### src/hdl/sorted_multiset_merge_ops_defines.svh
// ----------------------------------------------------------------------------
// Sorted multiset merge: assertion macros
// Concurrent assertion wrappers, removable with ASSERT_OFF.
// ----------------------------------------------------------------------------
`ifndef SORTED_MULTISET_MERGE_OPS_DEFINES_SVH
`define SORTED_MULTISET_MERGE_OPS_DEFINES_SVH
`ifndef ASSERT_OFF
`define SMM_ASSERT(label, prop, msg) \
	label: assert property (@(posedge clk) disable iff (!arst_n) prop) else $error(msg);
`define SMM_ASSERT_NR(label, prop, msg) \
	label: assert property (@(posedge clk) prop) else $error(msg);
`else
`define SMM_ASSERT(label, prop, msg)
`define SMM_ASSERT_NR(label, prop, msg)
`endif
`endif

### src/hdl/smm_pkg.sv
// ----------------------------------------------------------------------------
// Sorted multiset merge: package
// Shared widths, command, status and mode codes, and the command and result item types.
// ----------------------------------------------------------------------------
`default_nettype none
package smm_pkg;
	localparam int SET_DEPTH_DEF  = 16;
	localparam int COUNT_BITS_DEF = 16;
	localparam int VAL_W = 32;
	localparam int RCNT_W = 17;

	localparam logic [1:0] CMD_ADD_A = 2'd0;
	localparam logic [1:0] CMD_ADD_B = 2'd1;
	localparam logic [1:0] CMD_EMIT  = 2'd2;
	localparam logic [1:0] CMD_CLEAR = 2'd3;

	localparam logic [2:0] ST_NEW  = 3'd0;
	localparam logic [2:0] ST_RAISE = 3'd1;
	localparam logic [2:0] ST_FULL = 3'd2;
	localparam logic [2:0] ST_SAT  = 3'd3;
	localparam logic [2:0] ST_MERGE = 3'd4;

	localparam logic [1:0] MODE_UNION = 2'd0;
	localparam logic [1:0] MODE_INTER = 2'd1;
	localparam logic [1:0] MODE_SYMDIFF = 2'd2;

	typedef struct packed {
		logic [1:0]       cmd;
		logic [VAL_W-1:0] val;
	} cmd_item_t;

	typedef struct packed {
		logic [2:0]        status;
		logic [VAL_W-1:0]  value;
		logic [RCNT_W-1:0] count;
		logic              empty;
		logic              last;
	} res_item_t;
endpackage
`default_nettype wire

### src/hdl/smm_fifo.sv
// ----------------------------------------------------------------------------
// Sorted multiset merge: item queue
// Small register queue used between front and back and on the result side.
// ----------------------------------------------------------------------------
`default_nettype none
module smm_fifo #(
	parameter int W = 8,
	parameter int DEPTH = 2
) (
	input  wire logic         clk,
	input  wire logic         arst_n,
	input  wire logic         wr,
	input  wire logic [W-1:0] wdata,
	output logic              full,
	input  wire logic         rd,
	output logic              empty,
	output logic [W-1:0]      rdata
);
	localparam int AW = (DEPTH > 1) ? $clog2(DEPTH) : 1;
	logic [W-1:0] mem_q [DEPTH];
	logic [AW-1:0] wp_q, rp_q;
	logic [AW:0] cnt_q;
	logic do_wr, do_rd;

	assign full  = cnt_q == (AW+1)'(DEPTH);
	assign empty = cnt_q == '0;
	assign do_wr = wr && !full;
	assign do_rd = rd && !empty;
	assign rdata = mem_q[rp_q];

	always_ff @(posedge clk) begin
		if (do_wr) mem_q[wp_q] <= wdata;
	end

	always_ff @(posedge clk or negedge arst_n) begin
		if (!arst_n) begin
			wp_q <= '0;
			rp_q <= '0;
			cnt_q <= '0;
		end else begin
			if (do_wr) wp_q <= (wp_q == AW'(DEPTH-1)) ? '0 : wp_q + 1'b1;
			if (do_rd) rp_q <= (rp_q == AW'(DEPTH-1)) ? '0 : rp_q + 1'b1;
			cnt_q <= cnt_q + (AW+1)'(do_wr) - (AW+1)'(do_rd);
		end
	end
endmodule
`default_nettype wire

### src/hdl/smm_back.sv
// ----------------------------------------------------------------------------
// Sorted multiset merge: execution unit
// Holds both sorted tables, performs inserts by parallel compare and shift and streams merges.
// ----------------------------------------------------------------------------
`default_nettype none
module smm_back #(
	parameter int SET_DEPTH = 16,
	parameter int COUNT_BITS = 16
) (
	input  wire logic                clk,
	input  wire logic                arst_n,
	input  wire logic [1:0]          mode,
	input  wire logic                cmd_valid,
	input  wire smm_pkg::cmd_item_t  cmd_in,
	output logic                     cmd_take,
	output logic                     res_push,
	output smm_pkg::res_item_t       res_out,
	input  wire logic                res_full
);
	import smm_pkg::*;
	localparam int IW = (SET_DEPTH > 1) ? $clog2(SET_DEPTH) : 1;
	localparam int FW = $clog2(SET_DEPTH + 1);
	localparam logic [COUNT_BITS-1:0] CMAX = '1;

	localparam logic [1:0] S_IDLE  = 2'd0;
	localparam logic [1:0] S_MERGE = 2'd1;
	localparam logic [1:0] S_FLUSH = 2'd2;

	logic [VAL_W-1:0] a_val_q [SET_DEPTH];
	logic [COUNT_BITS-1:0] a_cnt_q [SET_DEPTH];
	logic [VAL_W-1:0] b_val_q [SET_DEPTH];
	logic [COUNT_BITS-1:0] b_cnt_q [SET_DEPTH];
	logic [FW-1:0] a_fill_q, b_fill_q;

	logic [1:0] state_q;
	logic [FW-1:0] i_q, j_q;
	// merged item held back until it is known whether it is the final one
	logic pend_q;
	logic [VAL_W-1:0] pend_val_q;
	logic [RCNT_W-1:0] pend_cnt_q;

	// insert path
	logic is_b;
	logic [VAL_W-1:0] sv [SET_DEPTH];
	logic [COUNT_BITS-1:0] sc [SET_DEPTH];
	logic [FW-1:0] sfill;
	logic [SET_DEPTH-1:0] lt, eq;
	logic hit, isfull;
	logic [IW-1:0] hit_idx;
	logic [COUNT_BITS-1:0] hit_cnt;

	always_comb begin
		is_b = cmd_in.cmd == CMD_ADD_B;
		sfill = is_b ? b_fill_q : a_fill_q;
		hit = 1'b0;
		hit_idx = '0;
		for (int k = 0; k < SET_DEPTH; k++) begin
			sv[k] = is_b ? b_val_q[k] : a_val_q[k];
			sc[k] = is_b ? b_cnt_q[k] : a_cnt_q[k];
			lt[k] = (FW'(k) < sfill) && ($signed(sv[k]) < $signed(cmd_in.val));
			eq[k] = (FW'(k) < sfill) && (sv[k] == cmd_in.val);
			if (eq[k]) begin
				hit = 1'b1;
				hit_idx = IW'(k);
			end
		end
		hit_cnt = sc[hit_idx];
		isfull = sfill == FW'(SET_DEPTH);
	end

	// merge path
	logic a_ok, b_ok, ta, tb;
	logic [VAL_W-1:0] va, vb;
	logic [COUNT_BITS-1:0] ca, cb;
	logic [RCNT_W-1:0] mcnt;
	logic memit, mdone;
	logic [FW-1:0] i_n, j_n;

	always_comb begin
		a_ok = i_q < a_fill_q;
		b_ok = j_q < b_fill_q;
		va = a_val_q[i_q[IW-1:0]];
		vb = b_val_q[j_q[IW-1:0]];
		ca = a_cnt_q[i_q[IW-1:0]];
		cb = b_cnt_q[j_q[IW-1:0]];
		if (a_ok && b_ok) begin
			ta = $signed(va) <= $signed(vb);
			tb = $signed(vb) <= $signed(va);
		end else begin
			ta = a_ok;
			tb = !a_ok;
		end
		memit = 1'b0;
		mcnt = '0;
		if (ta && tb) begin
			if (mode == MODE_UNION) begin
				memit = 1'b1;
				mcnt = RCNT_W'(ca) + RCNT_W'(cb);
			end else if (mode == MODE_INTER) begin
				memit = 1'b1;
				mcnt = RCNT_W'((ca <= cb) ? ca : cb);
			end else begin
				memit = ca != cb;
				mcnt = RCNT_W'((ca > cb) ? ca - cb : cb - ca);
			end
		end else if (ta) begin
			memit = mode != MODE_INTER;
			mcnt = RCNT_W'(ca);
		end else begin
			memit = mode != MODE_INTER;
			mcnt = RCNT_W'(cb);
		end
		i_n = ta ? i_q + 1'b1 : i_q;
		j_n = tb ? j_q + 1'b1 : j_q;
		mdone = !((i_n < a_fill_q) || (j_n < b_fill_q));
	end

	logic idle_go, is_add;
	assign is_add = cmd_in.cmd == CMD_ADD_A || cmd_in.cmd == CMD_ADD_B;
	assign idle_go = (state_q == S_IDLE) && cmd_valid && !res_full;
	assign cmd_take = idle_go;

	// at most one item per cycle into the result queue, none while it is full
	always_comb begin
		res_push = 1'b0;
		res_out = '0;
		unique case (state_q)
			S_IDLE: begin
				if (!res_full && cmd_valid && is_add) begin
					res_push = 1'b1;
					res_out.value = cmd_in.val;
					res_out.last = 1'b1;
					if (hit) begin
						res_out.status = (hit_cnt == CMAX) ? ST_SAT : ST_RAISE;
						res_out.count = (hit_cnt == CMAX) ? RCNT_W'(hit_cnt)
							: RCNT_W'(hit_cnt) + 1'b1;
					end else if (isfull) begin
						res_out.status = ST_FULL;
					end else begin
						res_out.status = ST_NEW;
						res_out.count = RCNT_W'(1);
					end
				end
			end
			S_MERGE: begin
				if (!res_full) begin
					res_push = memit && pend_q;
					res_out.status = ST_MERGE;
					res_out.value = pend_val_q;
					res_out.count = pend_cnt_q;
				end
			end
			S_FLUSH: begin
				if (!res_full) begin
					res_push = 1'b1;
					res_out.status = ST_MERGE;
					res_out.value = pend_q ? pend_val_q : '0;
					res_out.count = pend_q ? pend_cnt_q : '0;
					res_out.empty = !pend_q;
					res_out.last = 1'b1;
				end
			end
			default: ;
		endcase
	end

	// table storage, written in place with shift on insert
	always_ff @(posedge clk) begin
		if (idle_go && is_add) begin
			for (int k = 0; k < SET_DEPTH; k++) begin
				if (hit) begin
					if (eq[k] && sc[k] != CMAX) begin
						if (is_b) b_cnt_q[k] <= sc[k] + 1'b1;
						else a_cnt_q[k] <= sc[k] + 1'b1;
					end
				end else if (!isfull && !lt[k] && FW'(k) <= sfill) begin
					if (k > 0 && lt[k-1]) begin
						if (is_b) begin
							b_val_q[k] <= cmd_in.val; b_cnt_q[k] <= COUNT_BITS'(1);
						end else begin
							a_val_q[k] <= cmd_in.val; a_cnt_q[k] <= COUNT_BITS'(1);
						end
					end else if (k == 0) begin
						if (is_b) begin
							b_val_q[k] <= cmd_in.val; b_cnt_q[k] <= COUNT_BITS'(1);
						end else begin
							a_val_q[k] <= cmd_in.val; a_cnt_q[k] <= COUNT_BITS'(1);
						end
					end else begin
						if (is_b) begin
							b_val_q[k] <= sv[k-1]; b_cnt_q[k] <= sc[k-1];
						end else begin
							a_val_q[k] <= sv[k-1]; a_cnt_q[k] <= sc[k-1];
						end
					end
				end
			end
		end
	end

	always_ff @(posedge clk or negedge arst_n) begin
		if (!arst_n) begin
			a_fill_q <= '0;
			b_fill_q <= '0;
			state_q <= S_IDLE;
			i_q <= '0;
			j_q <= '0;
			pend_q <= 1'b0;
			pend_val_q <= '0;
			pend_cnt_q <= '0;
		end else begin
			unique case (state_q)
				S_MERGE: begin
					if (!res_full) begin
						i_q <= i_n;
						j_q <= j_n;
						if (memit) begin
							pend_q <= 1'b1;
							pend_val_q <= ta ? va : vb;
							pend_cnt_q <= mcnt;
						end
						if (mdone) state_q <= S_FLUSH;
					end
				end
				S_FLUSH: begin
					if (!res_full) state_q <= S_IDLE;
				end
				S_IDLE: begin
					if (idle_go) begin
						unique case (cmd_in.cmd)
							CMD_CLEAR: begin
								a_fill_q <= '0;
								b_fill_q <= '0;
							end
							CMD_EMIT: begin
								i_q <= '0;
								j_q <= '0;
								pend_q <= 1'b0;
								state_q <= (a_fill_q == '0 && b_fill_q == '0) ? S_FLUSH
									: S_MERGE;
							end
							default: begin
								if (!hit && !isfull) begin
									if (is_b) b_fill_q <= b_fill_q + 1'b1;
									else a_fill_q <= a_fill_q + 1'b1;
								end
							end
						endcase
					end
				end
				default: state_q <= S_IDLE;
			endcase
		end
	end
endmodule
`default_nettype wire

### src/hdl/sorted_multiset_merge_ops.sv
`include "sorted_multiset_merge_ops_defines.svh"
// ----------------------------------------------------------------------------
// Sorted multiset merge
// Two sorted multisets with add, clear and merge (union, intersection,
// symmetric difference) commands.
// ----------------------------------------------------------------------------
// Items enter a two-entry command queue; the execution unit takes the head
// item when idle and the result queue is not full. An add is done in the
// cycle it is taken by a parallel compare and shift; its result goes into the
// result queue and from there to the result ports. A clear gives no result.
// An emit holds the execution unit for one merge step per cycle while the
// result queue has room (fillA + fillB steps at most) and a closing state that
// releases the final item; the command queue meanwhile accepts items until full.
// Results leave via a four-entry queue; a full one stalls the execution unit.
`default_nettype none
module sorted_multiset_merge_ops #(
	parameter int SET_DEPTH = smm_pkg::SET_DEPTH_DEF,
	parameter int COUNT_BITS = smm_pkg::COUNT_BITS_DEF
) (
	input  wire logic        clk,
	input  wire logic        arst_n,
	input  wire logic        push,
	output logic             full,
	input  wire logic [1:0]  command,
	input  wire logic [31:0] value,
	output logic             empty,
	input  wire logic        pop,
	output logic [2:0]       status,
	output logic [31:0]      result_value,
	output logic [16:0]      result_count,
	output logic             empty_res,
	output logic             last,
	input  wire logic        cfg_we,
	input  wire logic [1:0]  cfg_wdata
);
	import smm_pkg::*;
	localparam int CW = $bits(cmd_item_t);
	localparam int RW = $bits(res_item_t);

	logic [1:0] mode_q;
	cmd_item_t cin, cq;
	res_item_t rin, rq;
	logic cq_empty, take, rpush, rfull;

	always_ff @(posedge clk or negedge arst_n) begin
		if (!arst_n) mode_q <= MODE_SYMDIFF;
		else if (cfg_we) mode_q <= cfg_wdata;
	end

	assign cin.cmd = command;
	assign cin.val = value;

	smm_fifo #(.W(CW), .DEPTH(2)) u_cmdq (
		.clk, .arst_n, .wr(push), .wdata(cin), .full,
		.rd(take), .empty(cq_empty), .rdata(cq)
	);

	smm_back #(.SET_DEPTH(SET_DEPTH), .COUNT_BITS(COUNT_BITS)) u_back (
		.clk, .arst_n, .mode(mode_q), .cmd_valid(!cq_empty), .cmd_in(cq),
		.cmd_take(take), .res_push(rpush), .res_out(rin), .res_full(rfull)
	);

	smm_fifo #(.W(RW), .DEPTH(4)) u_resq (
		.clk, .arst_n, .wr(rpush), .wdata(rin), .full(rfull),
		.rd(pop), .empty, .rdata(rq)
	);

	assign status = rq.status;
	assign result_value = rq.value;
	assign result_count = rq.count;
	assign empty_res = rq.empty;
	assign last = rq.last;

	`SMM_ASSERT(a_take_valid, take |-> !cq_empty, "command taken from empty queue")
	`SMM_ASSERT(a_push_room, rpush |-> !rfull, "result pushed into full queue")
	`SMM_ASSERT(a_empty_last, (!empty && empty_res) |-> last, "empty merge item not last")
endmodule
`default_nettype wire
### config.mk
export PLATFORM = sky130hd
export DESIGN_NAME = sorted_multiset_merge_ops
export DESIGN_NICKNAME = d
export VERILOG_FILES = /design/src/hdl/smm_pkg.sv /design/src/hdl/smm_fifo.sv /design/src/hdl/smm_back.sv /design/src/hdl/sorted_multiset_merge_ops.sv
export VERILOG_INCLUDE_DIRS = /design/src /design/src/hdl
export SDC_FILE = /design/constraint.sdc
export NUM_CORES = 2
export LEC_CHECK = 0
export BUFFER_PORTS_ARGS = -buffer_cell sky130_fd_sc_hd__clkbuf_2
export CAP_MARGIN = 20
export CORE_MARGIN = 1
export CORE_UTILIZATION = 30
export CTS_BUF_LIST = sky130_fd_sc_hd__clkbuf_8
export DETAILED_ROUTE_END_ITERATION = 16
export GPL_ROUTABILITY_DRIVEN = 1
export MAX_ROUTING_LAYER = met4
export PLACE_DENSITY = 0.55
export SYNTH_ARGS = -nofsm -noshare
export SYNTH_HDL_FRONTEND = slang
export SYNTH_SLANG_ARGS = --single-unit
### constraint.sdc
create_clock -name clk -period 13.35 [get_ports clk]
set_input_delay 1.335 -clock clk [delete_from_list [all_inputs] [get_ports clk]]
set_output_delay 1.335 -clock clk [all_outputs]
set_load 0.03 [all_outputs]
=== Word level (Yosys, flattened, before mapping) ===
Memories as Yosys holds them, arrays and structs flattened.
Index checks and enable logic that the tools add are counted.

* Reductions and logical operators: 136
* Multiplexer cells: 661
* Bitwise logic cells: 95
* Add/subtract/negate cells: 32
* $lt $le $gt $ge: 57
* Eq/ne operators: 53

{| class="wikitable"
|+ Operators by type and width
! operator !! number
|-
| 32-bit two-way mux || 48
|-
| 16-bit two-way mux || 82
|-
| 32-bit == test || 16
|-
| 32-bit less-than comparator || 16
|-
| 1-bit two-way mux || 475
|-
| 16-bit by 1-bit adder with 16-bit output, second input constant || 16
|-
| 16-bit inequality test, second input constant || 16
|-
| 52-bit case mux with 3 select lines || 1
|-
| 17-bit two-way mux || 7
|-
| 52-bit two-way mux || 2
|-
| 1-bit logical AND || 94
|-
| 1-bit OR || 92
|-
| 16-bit binary-select mux with 4-bit select || 1
|-
| 32-bit <= comparator || 2
|-
| 4-bit two-way mux || 14
|-
| 5-bit two-way mux || 11
|-
| 54-bit two-way mux || 1
|-
| 4-bit by 5-bit <= comparator with 1-bit output, first input constant || 8
|-
| 4-bit by 5-bit less-than comparator with 1-bit output, first input constant || 8
|-
| 5-bit case mux with 2 select lines || 4
|-
| 16-bit by 16-bit subtractor with 17-bit output || 2
|-
| 1-bit zero test || 24
|-
| 5-bit by 1-bit adder with 5-bit output, second input constant || 4
|-
| 3-bit by 5-bit <= comparator with 1-bit output, first input constant || 4
|-
| 40 further kinds || 86
|}

* Bits in writable memories: 1820
* Output and inout bits: 56
* Memories kept: 6
* Bits in registers: 85
* Word-level logic and storage cells: 1055

{| class="wikitable"
|+ Memory list
! memory !! words !! bits a word !! read ports !! clocked after Yosys merged registers in !! wr ports !! RTL line !! text
|-
| u_back.a_val_q || 16 || 32 || 17 || 0 || 16 || smm_back.sv:29 || <nowiki>logic [VAL_W-1:0] a_val_q [SET_DEPTH];</nowiki>
|-
| u_back.b_val_q || 16 || 32 || 17 || 0 || 16 || smm_back.sv:31 || <nowiki>logic [VAL_W-1:0] b_val_q [SET_DEPTH];</nowiki>
|-
| u_back.a_cnt_q || 16 || 16 || 17 || 0 || 16 || smm_back.sv:30 || <nowiki>logic [COUNT_BITS-1:0] a_cnt_q [SET_DEPTH];</nowiki>
|-
| u_back.b_cnt_q || 16 || 16 || 17 || 0 || 16 || smm_back.sv:32 || <nowiki>logic [COUNT_BITS-1:0] b_cnt_q [SET_DEPTH];</nowiki>
|-
| u_resq.mem_q || 4 || 54 || 1 || 0 || 1 || smm_fifo.sv:20 || <nowiki>logic [W-1:0] mem_q [DEPTH];</nowiki>
|-
| u_cmdq.mem_q || 2 || 34 || 1 || 0 || 1 || smm_fifo.sv:20 ||
|}

=== Longest topological paths before layout ===
An unclocked memory read counts as a cell.

* Word-level depth: 29
* Depth in mapped cells: 38
* Gate-level depth less buffers: 26

=== Modules after synthesis ===
From an unflattened synthesis, not the netlist that was laid out.

* Cell total of the unflattened synthesis: 11163
* Area, all modules: 124007.7 µm²

{| class="wikitable"
|+ Modules (own cells, without submodules)
! module !! area each (µm²) !! times used !! seq. area each (µm²) !! cells an instance
|-
| smm_back || 112850.7 || 1 || 47926.0 || 10708
|-
| smm_fifo at u_resq || 8274.2 || 1 || 6661.4 || 326
|-
| smm_fifo at u_cmdq || 2805.2 || 1 || 2142.1 || 124
|-
| sorted_multiset_merge_ops || 77.6 || 1 || 51.3 || 5
|}

=== Worst setup path before layout ===
No wires, ideal clock.

* Kind: register to register
* Start point: register u_cmdq.rp_q
* End point: memory u_back.b_cnt_q[3][0] (enable)
* Stages on the path, launching flop included: 32
* Arrival time: 9368 ps
* Clock period less this slack: 9761 ps
* Path slack: 3589 ps
* Path through: dfrtp_1 > clkbuf_1 > mux2i_1 > ha_1 > buf_4 > buf_2 > buf_2 > buf_2 > buf_1 > clkbuf_1 > clkbuf_1 > buf_2 > buf_2 > buf_1 > buf_1 > mux2i_1 > inv_1 > ha_1 > and4_1 > nor4b_1 > nand4_1 > o2bb2ai_1 > nor2_1 > nand3_1 > or4_1 > clkbuf_1 > nor2b_1 > nand3_1 > nor3_1 > buf_2 > buf_1 > o21bai_1

{| class="wikitable"
|+ RTL lines
! element !! RTL line !! text
|-
| from (decl) || smm_fifo.sv:21 || <nowiki>logic [AW-1:0] wp_q, rp_q;</nowiki>
|-
| from (signal assigned) || smm_fifo.sv:42 || <nowiki>if (do_rd) rp_q <= (rp_q == AW'(DEPTH-1)) ? '0 : rp_q + 1'b1;</nowiki>
|-
| to (decl) || smm_back.sv:32 ||
|}

==> impl.org <==
** CTS
- In this run, post-CTS repair resized a total of 0 instances.
- CTS tree :: done
- Clk slew on worst S/H paths :: 0.07 ns
- TritonCTS created 349 clock buffers.
- CTS Root Buffer Type :: sky130_fd_sc_hd__clkbuf_8
- Clock Path Buffers :: 4
- CTS built an H-tree with a depth of 5.
- The later pin in the worst-skew pair is clocked with a latency of about 1.1 ns.
- Clock sinks :: between 1500 and 2000
- Post-CTS Repair Setup Buffers :: 0
- In this run, post-CTS hold repair placed 0 buffers.

** Synth
- Main area contributors after synthesis :: sky130_fd_sc_hd__edfxtp_1, sky130_fd_sc_hd__mux2i_1, sky130_fd_sc_hd__mux4_2
- Of the total synthesized cell area, the portion taken by XOR and XNOR cells is 1.94%.
- Number of warnings issued by yosys :: 0
- After synthesis, the largest family of logic cells by area is multiplexers.
- Number of flops mapped to enable cells by yosys :: about 1800
- Synthesis produced a netlist whose cell count is 10481.
- Mapped cell area :: 124000 sq um
- Post-synthesis area per instance :: 11.9 sq um
- Multiplexer cells account for 25.6% of the synthesized area.
- Number of synthesized register bits :: about 1900
- Synth Area in Adders :: approximately 6.5%
- In the synthesized netlist the async set-or-reset flop fraction comes to 4.46%.
- The share of synthesized area in the top cell type comes to a little over two fifths.
- Top cells by count, synth :: sky130_fd_sc_hd__mux2i_1, sky130_fd_sc_hd__edfxtp_1, sky130_fd_sc_hd__ha_1
- Synthesized netlist net count :: 11170
- Number of distinct standard cells referenced by the synthesized netlist :: 101
- The most common cell in the synthesized netlist is sky130_fd_sc_hd__mux2i_1.
- Predominant post-synthesis flop cell :: sky130_fd_sc_hd__edfxtp_1
- Fraction of the mapped netlist area in simple logic gates :: between 7 and 8%
- Area leader, netlist :: sky130_fd_sc_hd__edfxtp_1
- The synthesized netlist devotes 8.38% of its cell area to compound gates.
- Sequential cells were found to cover 45.7% of the synthesized design area.

** Routing
- Count of unresolved DRC violations after routing :: 0
- ANT nets after route :: 0
- After detailed routing, the average wire length per cell comes to 32.0 um.
- In the routed layout, each cell is associated on average with a via count of 5.82.
- Routed length on met1 :: 208 mm
- Met3 Wirelength :: approximately 59 mm
- In this run, the number of DRC markers left after iteration 0 of detailed routing was 12546.
- Met2 routed wirelength :: 234 mm
- The highest metal layer carrying signal wires in the routed design is met4.
- The routed layout has 95285 vias.
- Number of iterations in the first detailed-routing pass :: 6
- Total Wirelength :: 525 mm

** Floorplanning
- The die covers 417000 sq um.
- Floorplan die height :: around 650 um
- In this run the horizontal extent of the chip is 646 um.
- Core Footprint :: between 400000 and 500000 sq um
- Pin placement for this block handled 97 I/O pins.
- Initial Util :: 30.1%
- Total number of placement rows :: 236

** Setup path
- In this run the worst setup path begins at u_cmdq.rp_q.
- Max stage delay on crit path :: 1.08 ns
- The endpoint identified for the worst register-to-register timing path is u_resq.mem_q[3][2].
- Maximum fanout encountered on the critical timing path :: 34
- Crit path max-delay cell type :: sky130_fd_sc_hd__nor4_1
- Critical path class :: reg2reg
- STA puts the critical path data required time at 14.14 ns.
- For the worst flop-to-flop path, the logic depth is 22.
- FF-to-FF Start :: u_cmdq.rp_q
- For the worst setup path, the data arrival time is 11.51 ns.
- The worst setup path is launched from a register.
- The worst register-to-register path has a setup slack of ~2.6 ns.
- Grouping stages by cell kind, the critical path spends the most delay in simple AND/OR/NAND/NOR gates.
- Chain of cells forming the critical path :: mux2i_1 -> ha_4 -> buf_4 -> mux2i_1 -> inv_1 -> ha_1 -> nand4_1 -> nor4_1 -> nand4_1 -> o21a_1 -> a211o_1 -> or2_1 -> buf_4 -> nor2_1 -> a22oi_1 -> a31oi_1 -> ha_1 -> nand2_1 -> nor3_2 -> nand2_1 -> xnor2_1 -> o21ai_0
- The critical path contains buffers and inverters numbering 3 combined.
- CP Capture Type :: register

** Pwr
- Design internal power :: 17.8 mW
- Clock network power share :: 16.1%
- In this run switching power makes up 48.3% of total power.
- Across the VDD grid, the largest voltage drop is 0.373 mV.
- NetSw :: 16.6 mW
- Part of the power in combinational logic :: ~58%
- Power density of the placed cells :: between 200 and 250 nW/um^2
- Total power :: 34.5 mW
- Summed over all cells, the static leakage comes to 52.8 nW.
- Per report_power, the sequential group accounts for 26.0% of the total.

** Global routing
- Antenna violations before repair :: 48
- The via count of the first global-routing pass was about 92000.
- GRT Residual Overflow :: 0
- Entering global routing, the biggest net connects 87 pins.
- Wire length of the first global-routing pass :: 724 mm
- Total global-route track usage :: 25.0%

** Placed design
- The congestion estimate from routability-driven global placement came to approximately 1.0.
- Input and output buffers added on the ports amount to 96.
- The HPWL after detailed placement is 379 mm.

** STA
- Final Hold Vio Count :: 0
- The tightest hold path in the finished design has a slack of 0.291 ns.
- Final worst path period need :: 10.71 ns
- Setup repair after global routing left no endpoint under its margin.
- For the final database, setup skew stands at 0.121 ns.
- Final clock period utilization by the worst path :: around 80%
- Setup violations remaining at the end of the flow were counted as 0.
- Setup total negative slack on the finished layout was measured at 0 ns.
- The number of max-slew violations in the final report is 0.
- Max Clk Rate :: 93.3 MHz
- At the pin with the least slew margin, the transition time is about 1.4 ns.
- The worst pin sits at a relative slew slack of 9.00%.

** Finish
- Cells with a size suffix above 1 make up 16.7% of the layout.
- Once layout is complete, the utilization of the core stands at 33.8%.
- Compared with the post-synthesis result, the final layout area differs by 12.2%.
- Fin nets :: 11298

** Job
- Across the run, the number of max-cap violations was 0.

** Hold path
- HP Class :: in2async

** Run status
- Run status :: finished clean
-- metal layers --
layer | track usage [%] | vias to the layer above
met2 | 38.2 | 5726
met5 | - | -
met1 | 31.6 | 48517
met4 | 9.68 | 0
met3 | 6.67 | 1075
li1 | - | 39967
-- cell type report --
cell class,instances,area (sq um)
Timing Repair Buffer,450,3370
Fill cell,41343,273000
Tap cell,5474,6850
Antenna cell,34,85.1
Sequential cell,1905,56800
Multi-Input combinational cell,7263,63500
Clock buffer,373,5130
Clock inverter,241,1310
Inverter,640,2400
-- power groups by stage --
stage	Sequential, mW	Combinational (mW)	Clock [mW]
3_3_place_gp	9.05	19.3	0
5_1_grt	9.03	21.1	5.82
2_1_floorplan	8.69	12.2	0
6_report	8.97	20.0	5.54
3_5_place_dp	9.06	19.4	0
4_1_cts	8.94	19.5	5.59
-- logic make-up (layout without fill, tap and decap cells) --
family                     after synthesis  after routing
and+or+nand+nor                       2025           2025
AOI/OAI and AO/OA                     1659           1659
adders and majority gates              648            648
other                                    0             34
DFF                                   1905           1905
muxes                                 2656           2656
buffers and inverters                 1313           1704
xor gates and xnor gates               275            275
-- stage by stage --
stage	std cells	cell area, sq um	setup slack (ns)
2_1_floorplan	10481	124000	3.59
3_3_place_gp	15708	133000	2.29
3_5_place_dp	15719	133000	2.84
4_1_cts	16333	139000	2.82
5_1_grt	16371	139000	2.29
6_report	16380	139000	2.64
-- cell usage in the layout (no fill, tap or decap), types with 373 or more instances in the layout --
cell type	Yosys	layout
sky130_fd_sc_hd__nand2_1	619	609
sky130_fd_sc_hd__ha_1	644	642
sky130_fd_sc_hd__o21ai_0	453	434
sky130_fd_sc_hd__nor2_1	479	466
sky130_fd_sc_hd__clkbuf_8	0	373
sky130_fd_sc_hd__inv_1	637	724
sky130_fd_sc_hd__a21oi_1	491	484
sky130_fd_sc_hd__mux4_2	390	390
sky130_fd_sc_hd__edfxtp_1	1820	1820
sky130_fd_sc_hd__mux2i_1	1983	1948
-- worst max path at each step --
stage | cells after the start | slack [ns] | endpoint
after detailed placement | 23 | 2.84 | u_resq.mem_q[0][2]
after CTS | 23 | 2.82 | u_resq.mem_q[3][2]
after global placement | 22 | 2.29 | u_resq.mem_q[0][2]
final | 22 | 2.64 | u_resq.mem_q[3][2]
after floorplan | 31 | 3.59 | u_back.b_cnt_q[3][0]
after global routing | 22 | 2.29 | u_resq.mem_q[2][2]
-- state kept, by name, summed over array words and instances, names as in the netlist, 17 cells and up --
register,cells
u_back.a_val_q,512
u_back.a_cnt_q,256
u_cmdq.mem_q,68
u_back.b_cnt_q,256
u_resq.mem_q,216
u_back.pend_cnt_q,17
u_back.pend_val_q,32
u_back.b_val_q,512
Note: power is estimated with default switching activity, not from simulation.
